$ cat src/rtl/core/sliding_window_maximum_defines.svh
// Assertion macros used by the sliding window maximum RTL.
`ifndef SLIDING_WINDOW_MAXIMUM_DEFINES_SVH
`define SLIDING_WINDOW_MAXIMUM_DEFINES_SVH

// Check a property on every clock edge outside reset.
`define SWM_ASSERT(lbl, prop, msg) \
  lbl: assert property (@(posedge clk_i) disable iff (!rst_ni) (prop)) else $error(msg);

// Check a property on every clock edge, reset included.
`define SWM_ASSERT_ALWAYS(lbl, prop, msg) \
  lbl: assert property (@(posedge clk_i) (prop)) else $error(msg);

`endif

$ cat src/rtl/core/swm_out_buf.sv
// Two-entry output buffer: output register plus skid slot.
module swm_out_buf #(
  parameter int unsigned DATA_W = 32
) (
  input  logic              clk_i,
  input  logic              rst_ni,
  input  logic              push_i,
  input  logic [DATA_W-1:0] push_data_i,
  output logic              space_o,
  output logic              valid_o,
  output logic [DATA_W-1:0] data_o,
  input  logic              ready_i
);

  logic              main_valid_q, main_valid_d;
  logic              skid_valid_q, skid_valid_d;
  logic [DATA_W-1:0] main_q, main_d;
  logic [DATA_W-1:0] skid_q, skid_d;
  logic              advance;

  // Output slot frees when empty or drained this cycle
  assign advance = !main_valid_q || ready_i;

  always_comb begin
    main_valid_d = main_valid_q;
    skid_valid_d = skid_valid_q;
    main_d       = main_q;
    skid_d       = skid_q;
    if (advance) begin
      if (skid_valid_q) begin
        main_valid_d = 1'b1;
        main_d       = skid_q;
        skid_valid_d = 1'b0;
      end else begin
        main_valid_d = push_i;
        main_d       = push_data_i;
      end
    end else if (push_i) begin
      skid_valid_d = 1'b1;
      skid_d       = push_data_i;
    end
  end

  always_ff @(posedge clk_i or negedge rst_ni) begin
    if (!rst_ni) begin
      main_valid_q <= 1'b0;
      skid_valid_q <= 1'b0;
    end else begin
      main_valid_q <= main_valid_d;
      skid_valid_q <= skid_valid_d;
    end
  end

  always_ff @(posedge clk_i) begin
    main_q <= main_d;
    skid_q <= skid_d;
  end

  assign space_o = !skid_valid_q;
  assign valid_o = main_valid_q;
  assign data_o  = main_q;

endmodule

$ cat config.mk
export PLATFORM = sky130hd
export DESIGN_NAME = swm_out_buf
export DESIGN_NICKNAME = d
export VERILOG_FILES = /design/src/rtl/core/sliding_window_maximum_defines.svh /design/src/rtl/core/swm_out_buf.sv
export SDC_FILE = /design/constraint.sdc
export NUM_CORES = 1
export LEC_CHECK = 0
export ABC_AREA = 1
export BUFFER_PORTS_ARGS = -buffer_cell sky130_fd_sc_hd__clkbuf_2
export CAP_MARGIN = 10
export CORE_MARGIN = 3
export CORE_UTILIZATION = 30
export CTS_CLUSTER_DIAMETER = 40
export DETAILED_ROUTE_END_ITERATION = 12
export PLACE_DENSITY_LB_ADDON = 0.05
export SYNTH_ARGS = -nofsm -noshare
export SYNTH_HDL_FRONTEND = slang
export SYNTH_SLANG_ARGS = --single-unit
$ cat constraint.sdc
create_clock -name clk_i -period 8.4 [get_ports clk_i]
set_input_delay 0.84 -clock clk_i [delete_from_list [all_inputs] [get_ports clk_i]]
set_output_delay 0.84 -clock clk_i [all_outputs]
set_load 0.03 [all_outputs]
==> results.ini, run 1 <==
[cts]
clk-insertion-delay-late_ns=0.33
cts_setup_buffers=0
post_cts_resized=0
cts_made_buffers=9
ctsRootBufferMaster=clkbuf_8
clk_pin_slew_ns=0.06
tritoncts=done
cts_sinks=66
cts_buffer_depth=2
hold_buffers=0
htree_num_levels=3

[synth]
avgSynthCellArea_um2=14.1
synth_nets=213
synth_top_family_by_area=simple AND/OR/NAND/NOR gates
netlist_instances=177
synth_seq_area_share_pct=79.0
synth_area_leaders=edfxtp_1 (77%), nand2_1 (12%), nand2_2 (3.8%), dfrtp_1 (2.0%), buf_12 (1.6%)
yosysTopAreaCell=edfxtp_1
synth_cell_type_count=10
synth-seq-cells=66
synth-compound-area-share_pct=0
synthAdderAreaFrac_pct=0
synthXorXnorAreaFrac_pct=0
synth_top_area_share_pct=77.0
synthSimpleGateAreaFrac_pct=16.7
synth_area_mm2=0.00250
synth.mux.area_fraction_pct=0
ys_warn_count=0

[placement]
port_buffers=69
hpwl_mm=2.95
gp_congestion=0.675

[global_routing]
grt_pass1_vias=1385
grt_use_total_pct=10.5
antenna_found_initial=0
overflow=0
grt_pass1_wl_mm=7.55
grt_max_degree=36

[critical_path]
r2r-start=valid_o
path_depth=4
path_class=in2reg
cp_slowest_stage_delay_ns=0.92
r2r_end=skid_q[24]
r2r_slack_ns=6.23
start_kind=input pin
cp.buffers_inverters=2
critical_path_arrival_ns=2.39
critPathMaxFanout=35
rr_worst_depth=2
endpoint_kind=register
path_delay_family=simple AND/OR/NAND/NOR gates
crit_chain=clkbuf_2 > inv_1 > nand2_2 > nor2_4
crit_path_top_delay_cell=nor2_4
worstPathRequired_ns=8.34

[floorplan]
core_area_mm2=0.00789
die_w_um=97.2
start_util_pct=31.6
num_rows=32
fp.dieH_um=97.2
top_level_ports=70
die_area_mm2=0.00945

[layout]
n_fill_cell=767
finalNetCount=287
final_cell_mix=nand2_1 (82), clkbuf_2 (69), edfxtp_1 (64)
final_common_cell=nand2_1
final_util_pct=38.7
syn2layout_area_growth_pct=22.2
diodes=0
drive_gt1_share_pct=38.3

[routing]
drtIter0Drc=69
drt.antenna.violating_nets=0
drtPass1Iterations=4
wl_per_cell_um=13.0
num_vias=1439
drt_wl_total_mm=4.66
drc=0
via_per_inst=4.02

[sta]
rsz0062_at_grt=no
max_freq_mhz=409
fin_skew_ns=0.0103
slew_violations=0
maxSlewHeadroom_pct=38.5
worst_slew_pin_slew_ns=0.920
fin_crit_ns=2.45
setup_viol=0
fin_crit_sh_pct=29.1
hold_viol=0
finalSetupTns_ns=0

[run_status]
status=complete, no violations

[pwr]
p_sw_share_pct=26.5
p_per_area_mw_per_mm2=231
ir_drop_v=0.0000720
power.switching_mw=0.187
p_clk_share_pct=29.9
power.share.combinational_pct=13.6
power.internal_mw=0.518
power_frac_seq_pct=56.5
leakagePower_nw=1.32

[job]
maxCapViolCount=0

[worst_hold_path]
hold_path_class=in2async

==> area by class of cell <==
class / instances / area (um2) / area share, %
Multi-Input combinational cell: 101 / 427 / 14.0
Timing Repair Buffer: 70 / 353 / 11.6
Clock buffer: 10 / 128 / 4.19
Clock inverter: 6 / 23.8 / 0.780
Tap cell: 102 / 128 / 4.19
Sequential cell: 66 / 1970 / 64.7
Inverter: 3 / 18.8 / 0.616
==> synthesized netlist by cell type <==
cell type   n
nand2_1    83
buf_4       2
dfrtp_1     2
nand2_2    15
inv_1       2
inv_8       1
buf_12      2
buf_6       3
edfxtp_1   64
nor2_1      3
==> power by group through the flow <==
| stage | clock network [mW] | logic, mW | registers (mW) |
|---|---|---|---|
| after floorplan | 0 | 0.0339 | 0.440 |
| after global routing | 0.237 | 0.105 | 0.401 |
| after global placement | 0 | 0.0981 | 0.406 |
| after CTS | 0.216 | 0.0986 | 0.399 |
| after detailed placement | 0 | 0.0985 | 0.406 |
| final | 0.211 | 0.0958 | 0.399 |
==> metal layers <==
metal / share of wire [%] / track usage, % / vias up
met5: 0 / 0 / -
met4: 1.8 / 5.11 / 0
met3: 6.4 / 3.73 / 8
met2: 46 / 16.1 / 50
met1: 45 / 13.3 / 640
li1: - / - / 741
==> how the worst max path moves through the flow <==
stage / startpoint / slack (ns) / endpoint
4_1_cts: ready_i / 5.85 / skid_q[1]
2_1_floorplan: ready_i / 4.89 / skid_q[0]
6_report: ready_i / 5.95 / skid_q[24]
5_1_grt: ready_i / 5.77 / skid_q[1]
3_5_place_dp: ready_i / 5.52 / skid_q[31]
3_3_place_gp: ready_i / 5.52 / skid_q[27]
==> state kept, by name, summed over array words and instances (netlist names) <==
register      count
skid_q           32
data_o           32
skid_valid_q      1
valid_o           1
==> worst register-to-register path, stage by stage, from the launching register on <==
cell	delay (ns)
dfrtp_1	0.35
nand2_2	0.49
nor2_4	0.93
==> through the flow <==
step | std cells | hold slack [ns] | worst slack, ns | total power [mW] | instance area (um2)
global placement | 342 | 0.497 | 5.52 | 0.504 | 2900
detailed placement | 342 | 0.502 | 5.52 | 0.504 | 2900
finish | 358 | 0.295 | 5.95 | 0.705 | 3050
CTS | 358 | 0.284 | 5.85 | 0.714 | 3050
global route | 358 | 0.269 | 5.77 | 0.743 | 3050
floorplan | 177 | 0.490 | 4.89 | 0.474 | 2500
==> cells by family (layout without fill, tap and decap cells) <==
family | Yosys count | count (layout)
DFF | 66 | 66
and+or+nand+nor | 101 | 101
buffers and inverters | 10 | 89
No activity file was read; power rests on OpenSTA's default activity.
==> run 2, diff against run 1 <==
Clock period 8.4 ns to 2.31 ns, I/O delays scaled along.
==> run 2 against run 1 <==
Effect of this change:
- core utilization grew 0.40 points
- hold slack lost 0.20 ns
- largest power group unchanged
- critical endpoint is now space_o
- critical path depth shrank 2
- largest cell class unchanged
- setup slack lost 5.1 ns
- clock skew shrank 0.0070 ns
- highest routed layer unchanged
- combinational power grew to 3.7 times the previous value
- via count is essentially flat
- register-to-register slack lost 5.4 ns
- sequential power grew to 3.6 times the previous value
==> results.ini, run 2 (synthesized netlist as in run 1, its figures left out) <==
[layout]
fin_cells=361
finalNetCount=291
drive_gt1_share_pct=39.8
regArea_mm2=0.00197
final_util_pct=39.1
multi_input_area_um2=427
n_fill_cell=792
syn2layout_area_growth_pct=23.4
final_cell_mix=nand2_1 (82), clkbuf_2 (69), edfxtp_1 (64)
diodes=0
final_area_mm2=0.00308
final_common_cell=nand2_1

[critical_path]
r2r-start=valid_o
start_kind=register
critPathMaxFanout=33
path_class=reg2out
worstPathRequired_ns=2.08
endpoint_kind=output pin
crit_start=skid_valid_q
critical_path_arrival_ns=1.26

[sta]
fin_crit_ns=1.49
worst_slew_pin_slew_ns=0.471
whs_ns=0.0924
hold_viol=0
max_freq_mhz=670
rsz0062_at_grt=no
fin_crit_sh_pct=64.6
slew_violations=0
fin_skew_ns=0.00325
maxSlewHeadroom_pct=68.5
setup_viol=0
finalSetupTns_ns=0

[cts]
cts_sinks=66
htree_num_levels=3
ctsRootBufferMaster=clkbuf_8
cts_setup_buffers=0
cts_made_buffers=9
tritoncts=done
clk-insertion-delay-late_ns=0.33
clk_pin_slew_ns=0.07
post_cts_resized=0
cts_buffer_depth=2

[global_routing]
overflow=0
grt_use_met2_pct=17.6
grt_use_total_pct=10.7
met3_usage_pct=4.81
gr-max-usage-layer=met2
grt_pass1_vias=1461
grt_max_degree=34
antenna_found_initial=0
grt_pass1_wl_mm=7.58
met1_usage_pct=12.4

[worst_hold_path]
hold_path_class=in2reg
min-delay-start=push_data_i[29]

[floorplan]
top_level_ports=70
fp.dieH_um=97.2
die_w_um=97.2
num_rows=32
die_area_mm2=0.00945
core_area_mm2=0.00789
start_util_pct=31.6

[pwr]
leakagePower_nw=1.34
ir_drop_v=0.000324
p_per_area_mw_per_mm2=837

[routing]
via_per_inst=3.98
drtPass1Iterations=4
drtIter0Drc=51
wl_per_cell_um=13.3
num_vias=1438
drt.antenna.violating_nets=0
drt_wl_total_mm=4.79
drc=0

[job]
maxCapViolCount=0

[placement]
port_buffers=69
placed_cell_area_mm2=0.00292
hpwl_mm=3.10
gp_congestion=0.652
place_inst=345

[run_status]
status=complete, no violations

==> run 2: path summary, 6_finish.rpt <==
check,end,slack [ns],depth (start not counted)
max in group asynchronous,skid_valid_q,2.00,2
max reg2reg,skid_q[14],0.86,3
min,skid_q[29],0.09,1
min in group asynchronous,valid_o,0.22,2
max,space_o,0.82,2
min reg2reg,data_o[11],0.51,2
==> run 2: critical path: stages, from the launching register on <==
cell,delay (ns)
dfrtp_1,0.44
inv_8,0.23
clkbuf_2,0.26
==> run 2: area by class of cell <==
cell class | count | share of cell area, %
clock buffers | 10 | 4.14
clock inverters | 5 | 0.731
inverters | 3 | 0.609
multi-input cells | 101 | 13.9
flip-flops and latches | 66 | 64.0
well taps | 102 | 4.14
repair buffers | 74 | 12.5
==> run 2: where the power goes <==
part	leakage, nW	internal [mW]	switching (mW)
clock	0.0808	0.370	0.404
combinational	0.618	0.0964	0.259
sequential	0.644	1.42	0.0258
==> run 2: metal layers <==
layer  wire length, um  vias to the layer above  share of wire [%]
met5                 0                        -                  0
met3               293                        5                6.1
met2              2380                       51                 50
li1                  -                      746                  -
met1              2050                      636                 43
met4                69                        0                1.4
==> run 2: stage by stage <==
step                      setup WS [ns]  power [mW]
final                             0.818        2.58
after global routing              0.716        2.72
after CTS                         0.771        2.63
after detailed placement          0.803        1.84
after global placement            0.817        1.84
after floorplan                   0.320        1.72
==> run 2: timing repair <==
item,4_1_cts,5_1_grt
hold endpoints to repair,2,0
setup endpoints to repair,0,0
hold buffers,1,0
