### src/rtl/core/sliding_window_maximum_defines.svh
// Assertion macros used by the sliding window maximum RTL.
`ifndef SLIDING_WINDOW_MAXIMUM_DEFINES_SVH
`define SLIDING_WINDOW_MAXIMUM_DEFINES_SVH

// Check a property on every clock edge outside reset.
`define SWM_ASSERT(lbl, prop, msg) \
  lbl: assert property (@(posedge clk_i) disable iff (!rst_ni) (prop)) else $error(msg);

// Check a property on every clock edge, reset included.
`define SWM_ASSERT_ALWAYS(lbl, prop, msg) \
  lbl: assert property (@(posedge clk_i) (prop)) else $error(msg);

`endif

### src/rtl/core/swm_pkg.sv
// Shared types and constants of the sliding window maximum block.
package swm_pkg;

  // Width of a stream position; positions wrap at this width.
  localparam int unsigned PosW = 16;

  // Width of the window size register.
  localparam int unsigned CfgW = 7;

  // Register byte addresses on the configuration port.
  localparam logic [2:0] RegWindowSizeAddr = 3'd0;

  // Per-cycle command broadcast to every queue cell.
  typedef struct packed {
    logic load;   // take a new sample this cycle
    logic shift;  // drop the front candidate, cells pull from the right
  } cell_ctrl_t;

endpackage

### src/rtl/core/swm_cell.sv
// One candidate slot of the monotonic queue; trades entries with its right neighbor.
module swm_cell #(
  parameter int unsigned SAMPLE_BITS = 16
) (
  input  logic                          clk_i,
  input  logic                          rst_ni,
  input  swm_pkg::cell_ctrl_t           ctrl_i,
  input  logic [SAMPLE_BITS-1:0]        x_i,
  input  logic [swm_pkg::PosW-1:0]      p_i,
  input  logic                          nxt_valid_i,
  input  logic [SAMPLE_BITS-1:0]        nxt_val_i,
  input  logic [swm_pkg::PosW-1:0]      nxt_pos_i,
  input  logic                          kept_i,
  input  logic                          prev_kept_i,
  output logic                          valid_o,
  output logic [SAMPLE_BITS-1:0]        val_o,
  output logic [swm_pkg::PosW-1:0]      pos_o,
  output logic                          gt_o
);

  logic                     valid_q, valid_d;
  logic [SAMPLE_BITS-1:0]   val_q, val_d;
  logic [swm_pkg::PosW-1:0] pos_q, pos_d;
  logic                     src_valid;
  logic [SAMPLE_BITS-1:0]   src_val;
  logic [swm_pkg::PosW-1:0] src_pos;

  // Entry that lands here after an optional front drop
  always_comb begin
    src_valid = ctrl_i.shift ? nxt_valid_i : valid_q;
    src_val   = ctrl_i.shift ? nxt_val_i   : val_q;
    src_pos   = ctrl_i.shift ? nxt_pos_i   : pos_q;
  end

  // Load: keep the landing entry if larger than the sample, else take the sample
  // in the first freed slot, else go empty. Shift alone: pull from the right.
  always_comb begin
    valid_d = valid_q;
    val_d   = val_q;
    pos_d   = pos_q;
    if (ctrl_i.load) begin
      if (kept_i) begin
        valid_d = src_valid;
        val_d   = src_val;
        pos_d   = src_pos;
      end else if (prev_kept_i) begin
        valid_d = 1'b1;
        val_d   = x_i;
        pos_d   = p_i;
      end else begin
        valid_d = 1'b0;
      end
    end else if (ctrl_i.shift) begin
      valid_d = src_valid;
      val_d   = src_val;
      pos_d   = src_pos;
    end
  end

  always_ff @(posedge clk_i or negedge rst_ni) begin
    if (!rst_ni) begin
      valid_q <= 1'b0;
    end else begin
      valid_q <= valid_d;
    end
  end

  always_ff @(posedge clk_i) begin
    val_q <= val_d;
    pos_q <= pos_d;
  end

  // Stored candidate beats the incoming sample
  assign gt_o    = valid_q && ($signed(val_q) > $signed(x_i));
  assign valid_o = valid_q;
  assign val_o   = val_q;
  assign pos_o   = pos_q;

endmodule

### config.mk
export PLATFORM = sky130hd
export DESIGN_NAME = swm_cell
export DESIGN_NICKNAME = d
export VERILOG_FILES = /design/src/rtl/core/sliding_window_maximum_defines.svh /design/src/rtl/core/swm_pkg.sv /design/src/rtl/core/swm_cell.sv
export SDC_FILE = /design/constraint.sdc
export NUM_CORES = 1
export LEC_CHECK = 0
export BUFFER_PORTS_ARGS = -buffer_cell sky130_fd_sc_hd__buf_4
export CORE_ASPECT_RATIO = 1.25
export CORE_MARGIN = 2
export CORE_UTILIZATION = 41
export DETAILED_ROUTE_END_ITERATION = 8
export MAX_ROUTING_LAYER = met4
export PLACE_DENSITY_LB_ADDON = 0.1
export SKIP_CTS_REPAIR_TIMING = 1
export SYNTH_ARGS = -nofsm -noshare
export SYNTH_HDL_FRONTEND = slang
export SYNTH_SLANG_ARGS = --single-unit
### constraint.sdc
create_clock -name clk_i -period 2.2 [get_ports clk_i]
set_input_delay 0.33 -clock clk_i [delete_from_list [all_inputs] [get_ports clk_i]]
set_output_delay 0.33 -clock clk_i [all_outputs]
set_load 0.005 [all_outputs]
==> results.yml, run 1 <==
route:
  routed_wl_um: 5280
  wl_per_cell_um: 13.9
  drt_iter0_markers: 57
  viasPerCell: 5.01
  route.detailed.drc: 0
  drt-pass1-iter-count: 4
  drtAntennaViolNets: 0
  route.vias.total: 1909
timing:
  hold_violations: 0
  min_period_ns: 2.40
  clock.fmax_ghz: 0.416
  setup_violations: 1
  rsz0062_at_grt: "true"
  setup_slack_ns: -0.201
  final.setup.tns_ns: -0.201
  skew_ns: 0
  relSlewSlack: 0.629
  fin_crit_sh: 1.09
  worstMarginPinSlew_ns: 0.557
  drv_slew: 0
synth:
  synth_top_area_frac: 0.456
  synth_top_cell_by_area: "edfxtp_1"
  ys_top_cells_by_area: "edfxtp_1 (46%), mux2i_1 (16%), ha_1 (9.5%), o21ai_0 (8.1%), nand2_1 (6.2%)"
  ys.warnings.count: 0
  synth_ff_type: "edfxtp_1"
  synth_common_cells: "nand2_1 (35), o21ai_0 (34), mux2i_1 (33), edfxtp_1 (32), inv_1 (19)"
  synthCells: 207
  synth_cell_types: 22
  syn_area_sq_um: 2110
  synthArstFlopShare: 0.0303
  syn_area_per_cell_sq_um: 10.2
  seq_area_frac_synth: 0.468
  synthMostInstantiatedCell: "nand2_1"
  synth.net_count: 294
  synth_edf_count: 32
  ys_seq_elements: 33
critical_path:
  arrival_ns: 2.07
  path_buf_inv: 1
  cp_max_fo: 3
  r2r-start: "val_o[5]$_DFFE_PP_"
  crit_path_max_incr_delay_ns: 0.46
  critical_path.slowest_cell: "edfxtp_1"
  crit_family: "compound AO/OA/AOI/OAI gates"
  required_ns: 1.87
  reg2reg_depth: 4
  critPathKind: "flip-flop to primary output"
  path_cells: "ha_4, a21oi_1, o21a_1, o311ai_1, a211oi_1, mux2_2, buf_4"
  cp-start-kind: "flip-flop"
  reg2reg_to: "val_o[5]$_DFFE_PP_"
  worstSetupEndpointType: "primary output"
  rrSetupSlack_ns: 1.03
cts:
  cts_root_buf: "clkbuf_8"
  cts_tree: "yes"
  clock_sinks: 33
  worstSkewPairLatency_ns: 0.29
  htree_levels: 2
  numCtsBuffers: 5
  clockBufferDepth: 2
  path_clk_slew_ns: 0.07
floorplan:
  core_area_sq_um: 5010
  fp.dieW_um: 68.1
  num_rows: 29
  io_pins: 105
  start_util: 0.421
  die_h_um: 84.2
  dieArea_sq_um: 5730
power:
  power_switching_mw: 0.508
  intPower_mw: 1.33
  p_comb_frac: 0.294
  power_mw: 1.83
  leakage_nw: 1.52
  vdd_drop_max_v: 0.000459
  power_density_nw_per_um2: 578
  seq_power_share: 0.461
  p_clk_frac: 0.246
  switching_share: 0.277
final_layout:
  antenna_cells: 0
  seqCellArea_sq_um: 986
  nFillCells: 472
  drive_above_1_share: 0.411
  multi_input_area_sq_um: 1060
  area_growth_pct: 50.7
  final_nets: 405
job:
  cap_viol_max_count: 0
min_path:
  min-delay-start: "prev_kept_i"
  hold_depth: 3
  whs_endpoint: "valid_o$_DFFE_PN0P_"
  hold_class: "input pin to flip-flop"
global_routing:
  grt_pass1_vias: 1839
  grt_max_degree: 67
  grt-ovfl-total: 0
  grt_use_total: 0.191
  antenna_found_initial: 0
  grt_pass1_wl_um: 8120
outcome:
  violations: "negative setup slack"
  status: "finished, violations left"
placed_design:
  dp_hpwl_um: 3810
  globalplace.congestion: 0.762
  portBuffers: 104
==> power by group through the flow <==
| stage | combinational, mW | clock (mW) | sequential [mW] |
|---|---|---|---|
| floorplan | 0.220 | 0 | 0.855 |
| global placement | 0.505 | 0 | 0.855 |
| detailed placement | 0.513 | 0 | 0.855 |
| CTS | 0.513 | 0.468 | 0.844 |
| global route | 0.599 | 0.494 | 0.853 |
| finish | 0.539 | 0.450 | 0.845 |
==> cell usage in the layout (no fill, tap or decap), types with 2 or more instances in the layout <==
cell / n
ha_1: 13
nor2_1: 3
mux2i_1: 33
ha_4: 3
clkinv_2: 2
nand2_1: 35
nand4_1: 3
clkbuf_8: 5
edfxtp_1: 32
inv_1: 19
nand3_1: 2
buf_4: 112
o21ai_0: 34
a21o_1: 2
buf_12: 2
a21oi_1: 6
==> per-stage QoR <==
stage                     utilization  std cells  instance area [sq um]  hold slack [ns]  setup slack, ns
final                           0.634        381                   3170            0.262           -0.201
after global routing            0.634        381                   3170            0.284           -0.334
after CTS                       0.616        375                   3090           -0.204           -0.298
after detailed placement        0.599        367                   3000            0.106          -0.0264
after global placement          0.599        367                   3000            0.107           0.0282
after floorplan                     -        207                   2110           0.0344           0.0247
==> per-layer routing <==
layer  global-route usage  wire length (um)  vias up
met3               0.0429               351        5
li1                     -                 -      962
met2                0.318              2710       66
met5                    -                 0        -
met4               0.0600                60        0
met1                0.223              2160      876
==> cell families after synthesis <==
| logic type | count (synthesis) | synth area share |
|---|---|---|
| compound gates | 48 | 0.126 |
| fa+ha+maj | 16 | 0.0950 |
| buf+inv | 30 | 0.0564 |
| flops | 33 | 0.468 |
| mux | 34 | 0.162 |
| simple gates | 46 | 0.0926 |
==> flip-flops by register name (all words and copies together), names as in the netlist <==
register  count
val_o        16
pos_o        16
valid_o       1
==> how the worst max path moves through the flow <==
stage                              startpoint                 end  slack [ns]  depth (start not counted)
after floorplan                     ctrl_i[1]  pos_o[0]$_DFFE_PP_        0.02                          4
after global placement                 x_i[7]                gt_o        0.03                          9
after detailed placement               x_i[7]                gt_o       -0.03                          9
after CTS                  val_o[7]$_DFFE_PP_                gt_o       -0.30                          7
after global routing      val_o[15]$_DFFE_PP_                gt_o       -0.33                          6
final                      val_o[7]$_DFFE_PP_                gt_o       -0.20                          7
==> tightest hold or removal path, stage by stage <==
cell     delay, ns
buf_4         0.09
nand2_1       0.04
o21ai_0       0.06
==> layout make-up <==
| type | count | share of cell area |
|---|---|---|
| Inverter | 19 | 0.0225 |
| Clock buffer | 5 | 0.0217 |
| Tap cell | 62 | 0.0244 |
| Timing Repair Buffer | 115 | 0.281 |
| Multi-Input combinational cell | 144 | 0.335 |
| Sequential cell | 33 | 0.311 |
| Clock inverter | 3 | 0.00552 |
Note: power is estimated with default switching activity, not from simulation.
==> run 2: changes to the inputs <==
--- a/config.mk
+++ b/config.mk
@@ -12,6 +12,7 @@
 export DETAILED_ROUTE_END_ITERATION = 8
 export MAX_ROUTING_LAYER = met4
 export PLACE_DENSITY_LB_ADDON = 0.1
+export RECOVER_POWER = 25
 export SKIP_CTS_REPAIR_TIMING = 1
 export SYNTH_ARGS = -nofsm -noshare
 export SYNTH_HDL_FRONTEND = slang
==> run 2 against run 1 <==
  * The run still ends with negative setup slack left
  * Via count down 0.26%
  * Critical path depth unchanged
  * Global-route usage is the same
  * Sequential power about the same
  * Sequential cell count unchanged
  * Combinational power down 1%
  * Clock power is essentially flat
  * Utilization shrank 0.35 points
  * Power shrank 0.27%
  * Routed wire length is 0.47% lower
==> results.yml, run 2 (synthesis results as in run 1) <==
global_routing:
  grt-ovfl-total: 0
  grt_pass1_vias: 1839
  grt_use_total: 0.191
  grt_pass1_wl_um: 8120
  antenna_found_initial: 0
  grt_max_degree: 67
final_layout:
  area_growth_pct: 49.8
  drive_above_1_share: 0.411
  antenna_cells: 0
  final_common_cell: "buf_4"
  seqCellArea_sq_um: 986
  instances_no_fill: 381
  nFillCells: 475
  mostFrequentLayoutCells: "buf_4 (110), nand2_1 (35), o21ai_0 (34)"
  finish.instance_area_sq_um: 3160
  final_nets: 405
  multi_input_area_sq_um: 1060
timing:
  relSlewSlack: 0.442
  rsz0062_at_grt: "true"
  hold_violations: 0
  setup_slack_ns: -0.203
  clock.fmax_ghz: 0.416
  drv_slew: 0
  fin_crit_sh: 1.09
  worstMarginPinSlew_ns: 0.837
  setup_violations: 1
  skew_ns: 0
  min_period_ns: 2.40
critical_path:
  r2r-start: "val_o[5]$_DFFE_PP_"
  cp-startpoint: "val_o[7]$_DFFE_PP_"
  cp_max_fo: 3
  worstSetupEndpointType: "primary output"
  critPathKind: "flip-flop to primary output"
  arrival_ns: 2.07
  required_ns: 1.87
  cp-start-kind: "flip-flop"
floorplan:
  die_h_um: 84.2
  fp.dieW_um: 68.1
  io_pins: 105
  dieArea_sq_um: 5730
  num_rows: 29
  start_util: 0.421
  core_area_sq_um: 5010
placed_design:
  place_inst: 367
  globalplace.congestion: 0.762
  placed_cell_area_sq_um: 3000
  dp_hpwl_um: 3810
  portBuffers: 104
route:
  viasPerCell: 5.00
  drt-pass1-iter-count: 4
  route.vias.total: 1904
  drtAntennaViolNets: 0
  routed_wl_um: 5260
  wl_per_cell_um: 13.8
  drt_iter0_markers: 69
  route.detailed.drc: 0
power:
  leakage_nw: 1.51
  power_mw: 1.83
  power_density_nw_per_um2: 579
  vdd_drop_max_v: 0.000459
cts:
  worstSkewPairLatency_ns: 0.29
  path_clk_slew_ns: 0.07
  cts_root_buf: "clkbuf_8"
  cts_tree: "yes"
  htree_levels: 2
  clock_sinks: 33
  numCtsBuffers: 5
  clockBufferDepth: 2
outcome:
  violations: "negative setup slack"
  status: "finished, violations left"
min_path:
  hold_class: "input pin to flip-flop"
  min-delay-start: "prev_kept_i"
job:
  cap_viol_max_count: 0
[run 2: worst max-delay path, stage by stage (launching register included)]
cell	delay [ns]
edfxtp_1	0.46
ha_4	0.25
a21oi_1	0.12
o21a_1	0.16
o311ai_1	0.09
a211oi_1	0.21
mux2_2	0.36
buf_4	0.14
[run 2: path summary, 6_finish.rpt]
path | endpoint | slack [ns] | cells past startpoint
min reg2reg | pos_o[8]$_DFFE_PP_ | 0.65 | 2
max in group asynchronous | valid_o$_DFFE_PN0P_ | 1.76 | 2
min in group asynchronous | valid_o$_DFFE_PN0P_ | 0.36 | 2
min | valid_o$_DFFE_PN0P_ | 0.26 | 3
max reg2reg | val_o[5]$_DFFE_PP_ | 1.03 | 4
max | gt_o | -0.20 | 7
[run 2: report_power, final]
group	total, mW	leakage, nW	internal, mW	switching, mW
sequential	0.846	0.338	0.791	0.0543
combinational	0.533	1.13	0.312	0.221
clock	0.451	0.0439	0.218	0.233
[run 2: stage by stage]
stage / worst slack, ns / hold WS, ns / util / setup TNS (ns)
floorplan: 0.0247 / 0.0344 / - / 0
finish: -0.203 / 0.261 / 0.630 / -0.203
detailed placement: -0.0264 / 0.106 / 0.599 / -0.0264
global placement: 0.0282 / 0.107 / 0.599 / 0
CTS: -0.298 / -0.204 / 0.616 / -0.298
global route: -0.334 / 0.284 / 0.630 / -0.334
[run 2: per-layer routing]
layer | track usage | up-vias | routed length (um) | part of all wire
li1 | - | 962 | - | -
met1 | 0.223 | 869 | 2130 | 0.40
met2 | 0.318 | 68 | 2710 | 0.52
met3 | 0.0429 | 5 | 362 | 0.069
met4 | 0.0600 | 0 | 59 | 0.011
met5 | - | - | 0 | 0
[run 2: layout make-up]
cell class	instances	share of cell area
Inverter	19	0.0226
Sequential cell	33	0.312
Multi-Input combinational cell	144	0.337
Tap cell	62	0.0246
Timing Repair Buffer	115	0.277
Clock buffer	5	0.0218
Clock inverter	3	0.00555
==> run 3: changes to the inputs <==
--- a/config.mk
+++ b/config.mk
@@ -6,7 +6,7 @@
 export NUM_CORES = 1
 export LEC_CHECK = 0
 export BUFFER_PORTS_ARGS = -buffer_cell sky130_fd_sc_hd__buf_4
-export CORE_ASPECT_RATIO = 1.25
+export CORE_ASPECT_RATIO = 0.75
 export CORE_MARGIN = 2
 export CORE_UTILIZATION = 41
 export DETAILED_ROUTE_END_ITERATION = 8
==> run 3 against run 2 <==
  * The run still ends with negative setup slack left
  * Sequential share of layout area shrank 0.40 points
  * First-iteration DRC count is 16% lower
  * Register-to-register slack better by 0.10 ns
  * Sequential cell count did not move
  * Non-clock buffer count increased by 5
  * Critical path depth is 1 lower
  * Utilization up 1.9 points
  * Global-route usage is 0.39 points lower
  * Design area up 1.3%
  * Maximum frequency down 0.33%
  * Largest cell class unchanged
  * Hold slack gained 0.0094 ns
  * Routed wire length fell by 0.55%
==> results.yml, run 3 (synthesis results as in run 1) <==
outcome:
  status: "finished, violations left"
  violations: "negative setup slack"
cts:
  cts_root_buf: "clkbuf_8"
  numCtsBuffers: 5
  htree_levels: 2
  cts_tree: "yes"
  path_clk_slew_ns: 0.07
  clockBufferDepth: 2
  worstSkewPairLatency_ns: 0.28
  clock_sinks: 33
route:
  routed_wl_um: 5230
  viasPerCell: 4.99
  drt-pass1-iter-count: 4
  route.vias.total: 1918
  drt_iter0_markers: 58
  wl_per_cell_um: 13.6
  drtAntennaViolNets: 0
  route.detailed.drc: 0
floorplan:
  core_area_sq_um: 4930
  io_pins: 105
  die_h_um: 66.1
  num_rows: 22
  start_util: 0.428
  dieArea_sq_um: 5730
  fp.dieW_um: 86.8
critical_path:
  required_ns: 1.87
  cp_max_fo: 3
  crit_family: "flip-flops"
  crit_path_max_incr_delay_ns: 0.44
  path_cells: "ha_4, nand4_1, o41ai_2, nor2_1, mux2_2, buf_4"
  path_buf_inv: 1
  cp-start-kind: "flip-flop"
  arrival_ns: 2.08
  critical_path.slowest_cell: "edfxtp_1"
  critPathKind: "flip-flop to primary output"
  worstSetupEndpointType: "primary output"
global_routing:
  grt-ovfl-total: 0
  grt_max_degree: 41
  grt_use_met1: 0.239
  grt_use_total: 0.187
  grt.met2_usage: 0.302
  grt_pass1_vias: 1784
  grt_busiest_layer: "met2"
  grt_pass1_wl_um: 8140
  antenna_found_initial: 0
  met3_usage: 0.0437
final_layout:
  final_nets: 410
  drive_above_1_share: 0.426
  instances_no_fill: 384
  fin_util: 0.649
  mostFrequentLayoutCells: "buf_4 (115), nand2_1 (35), o21ai_0 (34)"
  antenna_cells: 0
  final_common_cell: "buf_4"
  area_growth_pct: 51.8
timing:
  rsz0062_at_grt: "true"
  clock.fmax_ghz: 0.415
  relSlewSlack: 0.321
  setup_slack_ns: -0.211
  fin_crit_sh: 1.10
  drv_slew: 0
  min_period_ns: 2.41
  hold_violations: 0
  skew_ns: 0
  worstMarginPinSlew_ns: 1.02
  setup_violations: 1
power:
  power_density_nw_per_um2: 576
  leakage_nw: 1.53
  vdd_drop_max_v: 0.000287
placed_design:
  globalplace.congestion: 0.799
  place_ws_ns: -0.0247
  dp_hpwl_um: 3900
  place_inst: 369
  portBuffers: 104
job:
  cap_viol_max_count: 0
min_path:
  hold_class: "input pin to flip-flop"
==> run 3: tightest hold or removal path, stage by stage <==
cell	delay [ns]
buf_4	0.08
nand2_1	0.04
o21ai_0	0.06
==> run 3: cell type report <==
| cell class | count | area (sq um) |
|---|---|---|
| clock inverter | 3 | 17.5 |
| sequential | 33 | 986 |
| fill | 427 | 1730 |
| multi-input combinational | 144 | 1080 |
| inverter | 19 | 71.3 |
| clock buffer | 5 | 68.8 |
| timing repair buffer | 120 | 897 |
| tap | 60 | 75.1 |
==> run 3: power by group <==
| part | switching [mW] | leakage, nW | internal [mW] | total [mW] |
|---|---|---|---|---|
| logic | 0.229 | 1.14 | 0.323 | 0.552 |
| registers | 0.0534 | 0.338 | 0.790 | 0.844 |
| clock network | 0.227 | 0.0439 | 0.218 | 0.445 |
| total | 0.509 | 1.53 | 1.33 | 1.84 |
==> run 3: worst paths after layout <==
kind | slack, ns | depth (start not counted) | end | from
hold reg to reg | 0.66 | 2 | pos_o[10]$_DFFE_PP_ | pos_o[10]$_DFFE_PP_
setup reg to reg | 1.13 | 3 | val_o[5]$_DFFE_PP_ | val_o[5]$_DFFE_PP_
hold / removal | 0.27 | 3 | valid_o$_DFFE_PN0P_ | prev_kept_i
max in group asynchronous | 1.74 | 2 | valid_o$_DFFE_PN0P_ | rst_ni
setup / recovery | -0.21 | 6 | gt_o | val_o[9]$_DFFE_PP_
min in group asynchronous | 0.38 | 2 | valid_o$_DFFE_PN0P_ | rst_ni
==> run 3: per-stage QoR <==
| step | instance area, sq um | setup TNS [ns] | power [mW] | hold slack (ns) |
|---|---|---|---|---|
| 5_1_grt | 3200 | -0.325 | 1.96 | 0.270 |
| 2_1_floorplan | 2110 | 0 | 1.07 | 0.0344 |
| 4_1_cts | 3090 | -0.291 | 1.81 | -0.199 |
| 3_5_place_dp | 3000 | -0.0247 | 1.37 | 0.106 |
| 3_3_place_gp | 3000 | 0 | 1.36 | 0.107 |
| 6_report | 3200 | -0.211 | 1.84 | 0.271 |
==> run 3: metal layers <==
metal / vias to the layer above / part of all wire
met4: 0 / 0.0069
met1: 885 / 0.46
li1: 974 / -
met2: 51 / 0.48
met3: 8 / 0.053
met5: - / 0
